$ cat src/hw/rtl/pcrc_pkg.sv
package pcrc_pkg;

  localparam logic [15:0] CRC_POLY = 16'h1021;

  typedef enum logic [1:0] {
    ST_NONE  = 2'd0,
    ST_OK    = 2'd1,
    ST_BAD   = 2'd2,
    ST_SHORT = 2'd3
  } status_t;

  // One result.
  typedef struct packed {
    logic [7:0] data;
    logic       valid;
    logic       eop;
    status_t    status;
  } result_t;

  // Up to three results caused by one request, slot 0 first.
  typedef struct packed {
    logic [1:0]        cnt;
    result_t [2:0]     item;
  } res_set_t;

  // Eight shifts of the register, then the byte goes into the low bits.
  function automatic logic [15:0] crc_update(input logic [15:0] c, input logic [7:0] d);
    logic [15:0] v;
    v = c;
    for (int i = 0; i < 8; i++) begin
      if (v[15]) begin
        v = {v[14:0], 1'b0} ^ CRC_POLY;
      end else begin
        v = {v[14:0], 1'b0};
      end
    end
    return v ^ {8'h00, d};
  endfunction

  function automatic result_t mk_res(input logic [7:0] d, input logic vld, input logic eop,
                                     input status_t st);
    result_t r;
    r.data   = vld ? d : 8'h00;
    r.valid  = vld;
    r.eop    = eop;
    r.status = st;
    return r;
  endfunction

endpackage

$ cat src/hw/rtl/packet_crc16_append_check.sv
// Channel  | Ports                                                  | Dir
// ---------+--------------------------------------------------------+-----
// input    | in_valid/in_ready, in_data_byte, in_is_last, in_has_crc | in
// result   | out_valid/out_ready, out_byte, out_byte_valid,          | out
//          | out_end_of_packet, out_check_status                     |
// config   | cfg_we, cfg_check_mode                                  | in
//
// Flow: while out_ready is high, requests giving zero or one result let
// bytes stream at one per clock. Requests giving two or three results
// (held-byte flush, CRC append) hold in_ready low until one result is left
// and out_ready is high: the three-slot buffer drains one result per clock.
// Reset (rst_n low, synchronous) clears mode, CRC, delay line and buffer.
// Results are registered; a stalled out_ready backs up into in_ready.
module packet_crc16_append_check (
  input  logic       clk,
  input  logic       rst_n,
  // config
  input  logic       cfg_we,
  input  logic       cfg_check_mode,
  // input requests
  input  logic       in_valid,
  output logic       in_ready,
  input  logic [7:0] in_data_byte,
  input  logic       in_is_last,
  input  logic       in_has_crc,
  // results
  output logic       out_valid,
  input  logic       out_ready,
  output logic [7:0] out_byte,
  output logic       out_byte_valid,
  output logic       out_end_of_packet,
  output logic [1:0] out_check_status
);

  pcrc_pkg::res_set_t res;
  pcrc_pkg::result_t  head;
  logic               accept;
  logic               can_load;

  assign in_ready = can_load;
  assign accept   = in_valid && in_ready;

  // CRC state, delay line and per-request result set
  pcrc_core u_core (
    .clk            (clk),
    .rst_n          (rst_n),
    .cfg_we         (cfg_we),
    .cfg_check_mode (cfg_check_mode),
    .accept         (accept),
    .in_data_byte   (in_data_byte),
    .in_is_last     (in_is_last),
    .in_has_crc     (in_has_crc),
    .res            (res)
  );

  // result register, one result out per cycle while out_ready is high
  pcrc_outq u_outq (
    .clk       (clk),
    .rst_n     (rst_n),
    .load      (accept),
    .res       (res),
    .out_ready (out_ready),
    .can_load  (can_load),
    .out_valid (out_valid),
    .head      (head)
  );

  assign out_byte          = head.data;
  assign out_byte_valid    = head.valid;
  assign out_end_of_packet = head.eop;
  assign out_check_status  = head.status;

endmodule

$ cat src/hw/rtl/pcrc_core.sv
// Packet state and per-request result generation.
module pcrc_core (
  input  logic                clk,
  input  logic                rst_n,
  input  logic                cfg_we,
  input  logic                cfg_check_mode,
  input  logic                accept,
  input  logic [7:0]          in_data_byte,
  input  logic                in_is_last,
  input  logic                in_has_crc,
  output pcrc_pkg::res_set_t  res
);

  logic        mode_r,   mode_nxt;
  logic [15:0] crc_r,    crc_nxt;
  logic [7:0]  older_r,  older_nxt;
  logic [7:0]  newer_r,  newer_nxt;
  logic [1:0]  held_r,   held_nxt;

  logic [15:0] crc_b;
  logic [15:0] crc_o;
  logic [15:0] rx;

  assign crc_b = pcrc_pkg::crc_update(crc_r, in_data_byte);
  assign crc_o = pcrc_pkg::crc_update(crc_r, older_r);
  assign rx    = {in_data_byte, newer_r};

  always_comb begin
    mode_nxt  = mode_r;
    crc_nxt   = crc_r;
    older_nxt = older_r;
    newer_nxt = newer_r;
    held_nxt  = held_r;
    res       = '0;

    if (cfg_we) begin
      mode_nxt  = cfg_check_mode;
      crc_nxt   = '0;
      older_nxt = '0;
      newer_nxt = '0;
      held_nxt  = '0;
    end else if (accept) begin
      if (!in_has_crc) begin
        // flush held bytes ahead of the current byte
        if (held_r >= 2'd2) begin
          res.cnt     = 2'd3;
          res.item[0] = pcrc_pkg::mk_res(older_r, 1'b1, 1'b0, pcrc_pkg::ST_NONE);
          res.item[1] = pcrc_pkg::mk_res(newer_r, 1'b1, 1'b0, pcrc_pkg::ST_NONE);
          res.item[2] = pcrc_pkg::mk_res(in_data_byte, 1'b1, in_is_last, pcrc_pkg::ST_NONE);
        end else if (held_r == 2'd1) begin
          res.cnt     = 2'd2;
          res.item[0] = pcrc_pkg::mk_res(newer_r, 1'b1, 1'b0, pcrc_pkg::ST_NONE);
          res.item[1] = pcrc_pkg::mk_res(in_data_byte, 1'b1, in_is_last, pcrc_pkg::ST_NONE);
        end else begin
          res.cnt     = 2'd1;
          res.item[0] = pcrc_pkg::mk_res(in_data_byte, 1'b1, in_is_last, pcrc_pkg::ST_NONE);
        end
        if (held_r != 2'd0 || in_is_last) begin
          crc_nxt   = '0;
          older_nxt = '0;
          newer_nxt = '0;
          held_nxt  = '0;
        end
      end else if (!mode_r) begin
        // generate: pass through, append CRC low then high on last
        res.item[0] = pcrc_pkg::mk_res(in_data_byte, 1'b1, 1'b0, pcrc_pkg::ST_NONE);
        if (in_is_last) begin
          res.cnt     = 2'd3;
          res.item[1] = pcrc_pkg::mk_res(crc_b[7:0], 1'b1, 1'b0, pcrc_pkg::ST_NONE);
          res.item[2] = pcrc_pkg::mk_res(crc_b[15:8], 1'b1, 1'b1, pcrc_pkg::ST_NONE);
          crc_nxt     = '0;
          older_nxt   = '0;
          newer_nxt   = '0;
          held_nxt    = '0;
        end else begin
          res.cnt = 2'd1;
          crc_nxt = crc_b;
        end
      end else if (!in_is_last) begin
        // check: two-byte delay line
        if (held_r >= 2'd2) begin
          res.cnt     = 2'd1;
          res.item[0] = pcrc_pkg::mk_res(older_r, 1'b1, 1'b0, pcrc_pkg::ST_NONE);
          crc_nxt     = crc_o;
          older_nxt   = newer_r;
          newer_nxt   = in_data_byte;
        end else if (held_r == 2'd1) begin
          older_nxt = newer_r;
          newer_nxt = in_data_byte;
          held_nxt  = 2'd2;
        end else begin
          newer_nxt = in_data_byte;
          held_nxt  = 2'd1;
        end
      end else begin
        res.cnt = 2'd1;
        if (held_r == 2'd0) begin
          res.item[0] = pcrc_pkg::mk_res(8'h00, 1'b0, 1'b1, pcrc_pkg::ST_SHORT);
        end else if (held_r >= 2'd2) begin
          res.item[0] = pcrc_pkg::mk_res(older_r, 1'b1, 1'b1,
                          (rx == crc_o) ? pcrc_pkg::ST_OK : pcrc_pkg::ST_BAD);
        end else begin
          res.item[0] = pcrc_pkg::mk_res(8'h00, 1'b0, 1'b1,
                          (rx == crc_r) ? pcrc_pkg::ST_OK : pcrc_pkg::ST_BAD);
        end
        crc_nxt   = '0;
        older_nxt = '0;
        newer_nxt = '0;
        held_nxt  = '0;
      end
    end
  end

  always_ff @(posedge clk) begin
    if (!rst_n) begin
      mode_r  <= 1'b0;
      crc_r   <= '0;
      older_r <= '0;
      newer_r <= '0;
      held_r  <= '0;
    end else begin
      mode_r  <= mode_nxt;
      crc_r   <= crc_nxt;
      older_r <= older_nxt;
      newer_r <= newer_nxt;
      held_r  <= held_nxt;
    end
  end

endmodule

$ cat src/hw/rtl/pcrc_outq.sv
// Three-slot result buffer, drained one result per cycle while out_ready is high.
module pcrc_outq (
  input  logic                clk,
  input  logic                rst_n,
  input  logic                load,
  input  pcrc_pkg::res_set_t  res,
  input  logic                out_ready,
  output logic                can_load,
  output logic                out_valid,
  output pcrc_pkg::result_t   head
);

  pcrc_pkg::result_t [2:0] slot_r;
  logic [1:0]              cnt_r;
  logic                    pop;

  assign out_valid = (cnt_r != 2'd0);
  assign pop       = out_valid && out_ready;
  assign head      = slot_r[0];
  // take a new request once the buffer empties this cycle
  assign can_load  = (cnt_r == 2'd0) || (cnt_r == 2'd1 && out_ready);

  always_ff @(posedge clk) begin
    if (!rst_n) begin
      cnt_r <= '0;
    end else if (load) begin
      cnt_r <= res.cnt;
    end else if (pop) begin
      cnt_r <= cnt_r - 2'd1;
    end
  end

  always_ff @(posedge clk) begin
    if (load) begin
      slot_r <= res.item;
    end else if (pop) begin
      slot_r[0] <= slot_r[1];
      slot_r[1] <= slot_r[2];
    end
  end

endmodule
$ cat config.mk
export PLATFORM = sky130hd
export DESIGN_NAME = packet_crc16_append_check
export DESIGN_NICKNAME = d
export VERILOG_FILES = /design/src/hw/rtl/pcrc_pkg.sv /design/src/hw/rtl/packet_crc16_append_check.sv /design/src/hw/rtl/pcrc_core.sv /design/src/hw/rtl/pcrc_outq.sv
export SDC_FILE = /design/constraint.sdc
export NUM_CORES = 1
export LEC_CHECK = 0
export BUFFER_PORTS_ARGS = -buffer_cell sky130_fd_sc_hd__buf_2
export CORE_MARGIN = 10
export CORE_UTILIZATION = 30
export DETAILED_ROUTE_END_ITERATION = 10
export SYNTH_ARGS = -nofsm -noshare
export SYNTH_HDL_FRONTEND = slang
export SYNTH_HIERARCHICAL = 1
export SYNTH_SLANG_ARGS = --single-unit
$ cat constraint.sdc
create_clock -name clk -period 2.6 [get_ports clk]
set_input_delay 0.52 -clock clk [delete_from_list [all_inputs] [get_ports clk]]
set_output_delay 0.52 -clock clk [all_outputs]
set_load 0.02 [all_outputs]
### Word level (Yosys, flattened, before mapping)

Index checks and enable logic that the tools add are counted.

| cells by class | value |
|---|---|
| order comparisons | 1 |
| add/subtract/negate cells | 1 |
| muxes and demuxes | 55 |
| reductions and logical operators | 16 |
| bitwise logic cells | 11 |
| eq/ne operators | 8 |

Operators by type and width:

| cell | count |
|---|---|
| 24-bit two-way mux | 5 |
| 13-bit two-way mux | 8 |
| 12-bit two-way mux | 8 |
| 16-bit two-way mux | 6 |
| 8-bit two-way mux | 10 |
| 38-bit two-way mux | 2 |
| 16-bit == test | 2 |
| 16-bit by 8-bit bitwise XOR with 16-bit output | 2 |
| 2-bit two-way mux | 14 |
| 3-bit NOT | 8 |
| 4-bit AND reduction | 2 |
| 2-bit nonzero test | 4 |
| 3-bit AND reduction | 2 |
| 2-bit by 1-bit == test with 1-bit output, second input constant | 2 |
| 2-bit logical NOT | 2 |
| 4-bit by 2-bit inequality test with 1-bit output, second input constant | 1 |
| 4-bit inequality test, second input constant | 1 |
| 1-bit logical AND | 3 |
| 3-bit by 2-bit inequality test with 1-bit output, second input constant | 1 |
| 3-bit inequality test, second input constant | 1 |
| 2-bit greater-or-equal comparator, second input constant | 1 |
| 1-bit logical OR | 2 |
| 1-bit two-way mux | 2 |
| 2-bit OR reduction | 1 |
| other kinds (2) | 2 |

| storage, ports and cells | value |
|---|---|
| input port bits | 16 |
| bits in registers | 73 |
| output and inout port bits | 14 |

### Logic depth before layout (Yosys ltp)

Gate-level depths: netlist (run 1).

| logic depth | value |
|---|---|
| depth in word-level cells | 26 |
| gate-level depth with buffers | 11 |

### Cells and area by module

The synthesis (run 1) kept the hierarchy.

Modules (own cells, without submodules):

| module | instances | cells an instance | seq. area each (µm²) | area an instance (µm²) |
|---|---|---|---|---|
| pcrc_core | 1 | 416 | 700.7 | 3057.9 |
| pcrc_outq | 1 | 94 | 1121.1 | 1706.6 |
| packet_crc16_append_check | 1 | 1 | 0.0 | 6.3 |

### Worst setup path after synthesis (run 1)

Ideal clock, no wire load.

| path | value |
|---|---|
| path kind | flip-flop to flip-flop |
| from | reg u_outq.cnt_r[0] |
| to | reg u_outq.slot_r, in the netlist u_outq/head[11] (data pin) |
| stages on the path, launching flop included | 11 |
| slack | 0.015 ns |
| path buffers | 2 |
| period minus slack after synthesis | 2.585 ns |
| arrival | 2.325 ns |
| required time | 2.340 ns |
| path through | dfxtp_1 > inv_1 > ha_1 > inv_1 > nand2_1 > and2_1 > nand2b_1 > buf_1 > clkbuf_1 > nor2_1 > mux2_4 |

| on the way | value |
|---|---|
| cells in the longest elaborated chain, start to end | 5 |

Ends and longest elaborated chain:

| element | RTL line | source |
|---|---|---|
| start: declaration | pcrc_outq.sv:14 | `logic [1:0] cnt_r;` |
| start signal: assignment | pcrc_outq.sv:27 | `cnt_r <= res.cnt;` |
| start signal: assignment | pcrc_outq.sv:29 | `cnt_r <= cnt_r - 2'd1;` |
| 2-bit by 1-bit == test with 1-bit output | pcrc_outq.sv:21 | `assign can_load = (cnt_r == 2'd0) \|\| (cnt_r == 2'd1 && out_ready);` |
| 1-bit logical AND | pcrc_outq.sv:21 |  |
| 1-bit logical OR (*) | pcrc_outq.sv:21 |  |
| net in_ready | packet_crc16_append_check.sv:22 | `output logic in_ready,` |
| 1-bit logical AND (*) | packet_crc16_append_check.sv:41 | `assign accept = in_valid && in_ready;` |
| net accept | packet_crc16_append_check.sv:37 | `logic accept;` |
| 24-bit two-way mux (*) | pcrc_outq.sv:34 | `if (load) begin` |
| end signal: assignment | pcrc_outq.sv:35 | `slot_r <= res.item;` |
| end: declaration | pcrc_outq.sv:13 | `pcrc_pkg::result_t [2:0] slot_r;` |

The timed path passes the listed nets; every way through them passes the cells marked *.
A chain may end at the register's enable or synchronous reset.

==> metrics.cfg, run 1 <==
[timing]
slew_viol_final = 0
period_share_pct = 89.0
min_period_ns = 2.31
relSlewSlack_pct = 38.2
skew_ns = 0.00785
tightestPinTransition_ns = 0.927
setup_viol = 0
finalHoldViolations = 0
grt_setup_unrepaired = no
max_freq_ghz = 0.432
final.setup.worst_slack_ns = 0.285
setup_tns_ns = 0

[cells_and_area]
syn2layout_area_growth_pct = 12.0
multi_input_area_um2 = 2600
drive_above_1_share_pct = 19.9
nFillCells = 1598
antenna_cells = 0
layout_common_cells = nor2_1, xor2_1, a21oi_1, dfxtp_1, edfxtp_1
ff_latch_area_um2 = 1820
layout.nets = 535
layout_commonest_cell = nor2_1

[critical_path]
critical_path_arrival_ns = 2.41
start_kind = flip-flop
critical_path_buf_inv_count = 0
endpoint = u_outq/head[1]
cp-startpoint = u_core/crc_r[11]
worst-path-stages = 7
r2r_slack_ns = 0.29
end_kind = flip-flop
rr_worst_depth = 7
crit_chain = xor2_2, xnor2_1, nand3_1, nor4_1, a31o_1, a21oi_1, mux2_4
slowest_delay_ns = 0.44
cp_slowest_cell = dfxtp_1
rr_endpoint = u_outq/head[1]
worstPathMaxFanout = 5
critPathRequiredTime_ns = 2.69
r2r-start = u_core/crc_r[11]
path_delay_family = XOR/XNOR gates
setup.worst_path.class = reg2reg

[clocking]
cts.repair.resized = 0
tritoncts = done
worstSkewPairLatency_ns = 0.34
ctsHoldBuffers = 0
cts_setup_buffers = 0
ctsHtreeMaxLevel = 3
cts_made_buffers = 9
cts.path.max_buffers = 2
cts_root_buf = clkbuf_16
cts.sink_count = 73
clk_pin_slew_ns = 0.06

[logic_synthesis]
yosysUniqueCellTypes = 50
postSynthAreaPerCell_um2 = 9.34
yosys_warnings = 6
syn-cell-area_um2 = 4770
yosys_register_bits = 73
synth-edff-count = 36
synthFlopType = dfxtp_1
syn_inst = 511
async_flop_share_pct = 0
seq_area_frac_synth_pct = 38.2

[route]
wl_met1_mm = 5.43
wl_met2_mm = 5.52
detail-route-antenna-nets = 0
dr.pass1.iters = 5
drc = 0
viasPerCell = 4.82
wirelength_mm = 11.8
top_layer = met4
initialDrtViolationCount = 274
wl_per_cell_um = 16.0
wl_met3_um = 601
num_vias = 3555

[placement]
dp_slack_ns = 0.172
hpwl_mm = 8.92
io_buffers = 29
place_congestion = 0.866

[pwr]
peakVddDrop_mv = 0.315
p_per_area_nw_per_um2 = 596
power_leakage_uw = 0.00214

[grt]
grt.overflow.total = 0
grt_max_degree = 35
grt_antenna_before_repair = 0
grt_pass1_wl_mm = 19.3
first_global_vias = 3583
grt_use_total_pct = 11.2

[die]
start_util_pct = 30.4
dieArea_um2 = 21300
die_x_um = 146
ios = 30
num_rows = 46
core_um2 = 15700
die_h_um = 146

[hold_path]
min_from = rst_n
hp-class = in2reg

[outcome]
status = finished clean

[run]
drv_cap = 0

-- metrics by stage --
stage	cell area [um2]	util [%]	hold slack, ns	total power, uW	cells
floorplan	4780	-	0.468	1870	514
global placement	5050	32.1	0.495	1960	722
detailed placement	5050	32.1	0.505	1970	722
CTS	5340	34.0	0.437	3220	738
global route	5340	34.0	0.455	3310	738
finish	5340	34.0	0.446	3180	738
-- worst reg2reg max path: stages (launching register included) --
cell     delay (ns)
dfxtp_1        0.44
xor2_2         0.38
xnor2_1        0.17
nand3_1        0.13
nor4_1         0.36
a31o_1         0.25
a21oi_1        0.09
mux2_4         0.26
-- cells by family after synthesis --
kind of cell,share of synthesized area (%)
flops,38.2
fa+ha+maj,0.524
compound gates,12.2
xor+xnor,14.8
simple gates,16.2
other cells,0.0786
buf+inv,7.76
mux,10.3
-- layout make-up --
type	count	share of cell area, %
Inverter	5	0.351
Timing Repair Buffer	54	6.23
Tap cell	216	5.06
Clock inverter	6	1.22
Clock buffer	10	4.31
Sequential cell	73	34.1
Multi-Input combinational cell	374	48.7
-- worst min-delay path by stage --
| stage | slack (ns) | depth (start not counted) | endpoint |
|---|---|---|---|
| floorplan | 0.47 | 2 | u_core/older_r[1] |
| global placement | 0.49 | 2 | u_core/older_r[5] |
| detailed placement | 0.51 | 2 | u_core/older_r[5] |
| CTS | 0.44 | 3 | u_outq/cnt_r[0] |
| global route | 0.46 | 2 | u_core/mode_r |
| finish | 0.45 | 2 | u_core/mode_r |
-- flip-flops by register name (all words and copies together), names as in the netlist --
| register | count |
|---|---|
| u_outq/slot_r | 24 |
| u_outq/head | 12 |
| u_core/mode_r | 1 |
| u_core/crc_r | 16 |
| u_outq/cnt_r | 2 |
| u_core/held_r | 2 |
| u_core/newer_r | 8 |
| u_core/older_r | 8 |
-- power breakdown --
group          switching, uW  leakage (uW)  internal, uW
combinational            341       0.00133           227
clock                    495      0.000151           751
sequential              28.6      0.000659          1340
-- cells in the mapped netlist, types with 10 or more instances --
cell type	n	area, um2
xnor2_1	20	175
xor2_1	52	455
a22oi_1	23	173
nand3_1	12	60.1
clkbuf_1	29	109
nor2_1	77	289
mux2i_1	14	140
mux2_4	18	270
nand2b_1	10	62.6
buf_4	17	128
dfxtp_1	37	741
edfxtp_1	36	1080
nor3_1	14	70.1
nand2_1	22	82.6
a21oi_1	37	185
-- per-layer routing --
layer  up-vias  GRT usage, %
met2       102          18.0
met1      1684          14.0
li1       1750             -
met4         0          5.11
met3        19          2.44
met5         -             0
(Power assumes the default switching activity.)
==> inputs of run 2 (changes only) <==
- BUFFER_PORTS_ARGS: -buffer_cell sky130_fd_sc_hd__buf_2 -> -buffer_cell sky130_fd_sc_hd__clkbuf_2
==> run 2 against run 1 <==
Effect of this change:
- largest power group unchanged
- critical endpoint is now u_outq/head[0]
- fmax up 0.66%
- sequential power about the same
- final cell count up 0.68%
- critical path type unchanged
- combinational power about the same
- setup slack better by 0.015 ns
- critical path depth unchanged
- count of clock-buffer cells in the layout up 1
- routed wire length down 1.0%
- sequential share of layout area down 0.48 points
==> metrics.cfg, run 2 (synthesis results as in run 1) <==
[cells_and_area]
antenna_cells = 0
largest_register_ffs = 24
regMostFlops = u_outq/slot_r
syn2layout_area_growth_pct = 13.6
drive_above_1_share_pct = 20.3
layout.nets = 540
multi_input_area_um2 = 2600
fin_cells = 743
ff_latch_area_um2 = 1820
layout_common_cells = nor2_1, xor2_1, a21oi_1, dfxtp_1, edfxtp_1
layout_commonest_cell = nor2_1
nFillCells = 1583

[critical_path]
cp_common_cell = xnor2_1
cp-startpoint = u_core/crc_r[13]
slowest_delay_ns = 0.58
critPathRequiredTime_ns = 2.68
critical_path_arrival_ns = 2.38
cp_slowest_cell = dfxtp_1
rr_endpoint = u_outq/head[0]
worstPathMaxFanout = 7
start_kind = flip-flop
r2r-start = u_core/crc_r[13]
end_kind = flip-flop
setup.worst_path.class = reg2reg
rr_worst_depth = 7
crit_chain = xor2_4, xnor2_1, xnor2_1, nor4_1, a31o_1, o21ba_1, mux2_4
r2r_slack_ns = 0.30

[clocking]
worstSkewPairLatency_ns = 0.33
cts.path.max_buffers = 2
ctsHoldBuffers = 0
cts.sink_count = 73
tritoncts = done
ctsHtreeMaxLevel = 3
cts_made_buffers = 9
cts_root_buf = clkbuf_16
cts_setup_buffers = 0
cts.repair.resized = 0
clk_pin_slew_ns = 0.06

[route]
initialDrtViolationCount = 275
wl_per_cell_um = 15.8
detail-route-antenna-nets = 0
viasPerCell = 4.75
wirelength_mm = 11.7
top_layer = met4
wl_met1_mm = 5.39
dr.pass1.iters = 5
drc = 0
wl_met3_um = 549
num_vias = 3526
wl_met2_mm = 5.55

[die]
die_x_um = 146
dieArea_um2 = 21300
ios = 30
start_util_pct = 30.4
core_um2 = 15700
num_rows = 46
die_h_um = 146

[timing]
slew_viol_final = 0
skew_ns = 0.00502
hold_slack_ns = 0.445
setup_viol = 0
tightestPinTransition_ns = 0.654
finalHoldViolations = 0
relSlewSlack_pct = 56.4
max_freq_ghz = 0.435
grt_setup_unrepaired = no
period_share_pct = 88.4
setup_tns_ns = 0
min_period_ns = 2.30

[pwr]
p_int_uw = 2440
peakVddDrop_mv = 0.307
p_seq_share_pct = 41.8
p_sw_share_pct = 25.6
p_switching_uw = 839
combPwrFrac_pct = 17.4
power_frac_clock_pct = 40.8
p_per_area_nw_per_um2 = 605
power_uw = 3280
power_leakage_uw = 0.00218

[grt]
grt_use_total_pct = 10.8
grt_antenna_before_repair = 0
grt_max_degree = 39
grt_pass1_wl_mm = 18.8
grt.overflow.total = 0
first_global_vias = 3497

[hold_path]
hp-class = in2reg
min_from = rst_n
whs_endpoint = u_outq/cnt_r[0]
min_path_cells = 3

[placement]
io_buffers = 29
place_inst = 727
hpwl_mm = 8.94
place_congestion = 0.909

[run]
drv_cap = 0

[outcome]
status = finished clean

==> run 2: cell types whose count changed in the layout (fill, tap and decap cells not counted), moves of 2 or more <==
cell,previous run,this run
buf_2,29,0
buf_4,25,29
inv_4,2,0
clkbuf_2,1,29
clkinvlp_4,0,2
==> run 2: critical path: cells and delay by family, from the launching register on <==
kind,cells,cell delay (ns)
xor+xnor,3,0.70
compound gates,2,0.44
mux,1,0.25
flops,1,0.58
simple gates,1,0.08
==> run 2: through the flow <==
| step | utilization (%) | worst slack [ns] | area [um2] |
|---|---|---|---|
| detailed placement | 32.4 | 0.239 | 5100 |
| floorplan | - | 0.0146 | 4780 |
| finish | 34.5 | 0.301 | 5420 |
| CTS | 34.5 | 0.295 | 5420 |
| global route | 34.5 | 0.192 | 5420 |
| global placement | 32.4 | 0.232 | 5100 |
==> run 2: routing by layer <==
metal,vias up,GRT usage [%]
met1,1664,13.6
met3,19,2.78
li1,1758,-
met4,0,2.90
met2,85,18.0
met5,-,0
==> run 2: how the worst max path moves through the flow <==
stage | end | cells after the start
final | u_outq/head[0] | 7
after global routing | u_outq/head[1] | 7
after CTS | u_outq/head[0] | 7
after detailed placement | u_outq/head[1] | 7
after global placement | u_outq/head[1] | 8
after floorplan | u_outq/head[11] | 10
==> run 2: area by class of cell <==
| class | count | share of cell area (%) |
|---|---|---|
| sequential | 73 | 33.6 |
| multi-input combinational | 374 | 48.0 |
| inverter | 5 | 0.346 |
| timing repair buffer | 59 | 7.07 |
| clock buffer | 11 | 4.48 |
| tap | 216 | 4.99 |
| clock inverter | 5 | 1.45 |
==> run 2: power by group through the flow <==
stage | Sequential (uW) | Combinational (uW) | Clock (uW)
2_1_floorplan | 1380 | 486 | 0
3_3_place_gp | 1390 | 569 | 0
3_5_place_dp | 1400 | 576 | 0
4_1_cts | 1370 | 579 | 1360
5_1_grt | 1380 | 620 | 1410
6_report | 1370 | 571 | 1330
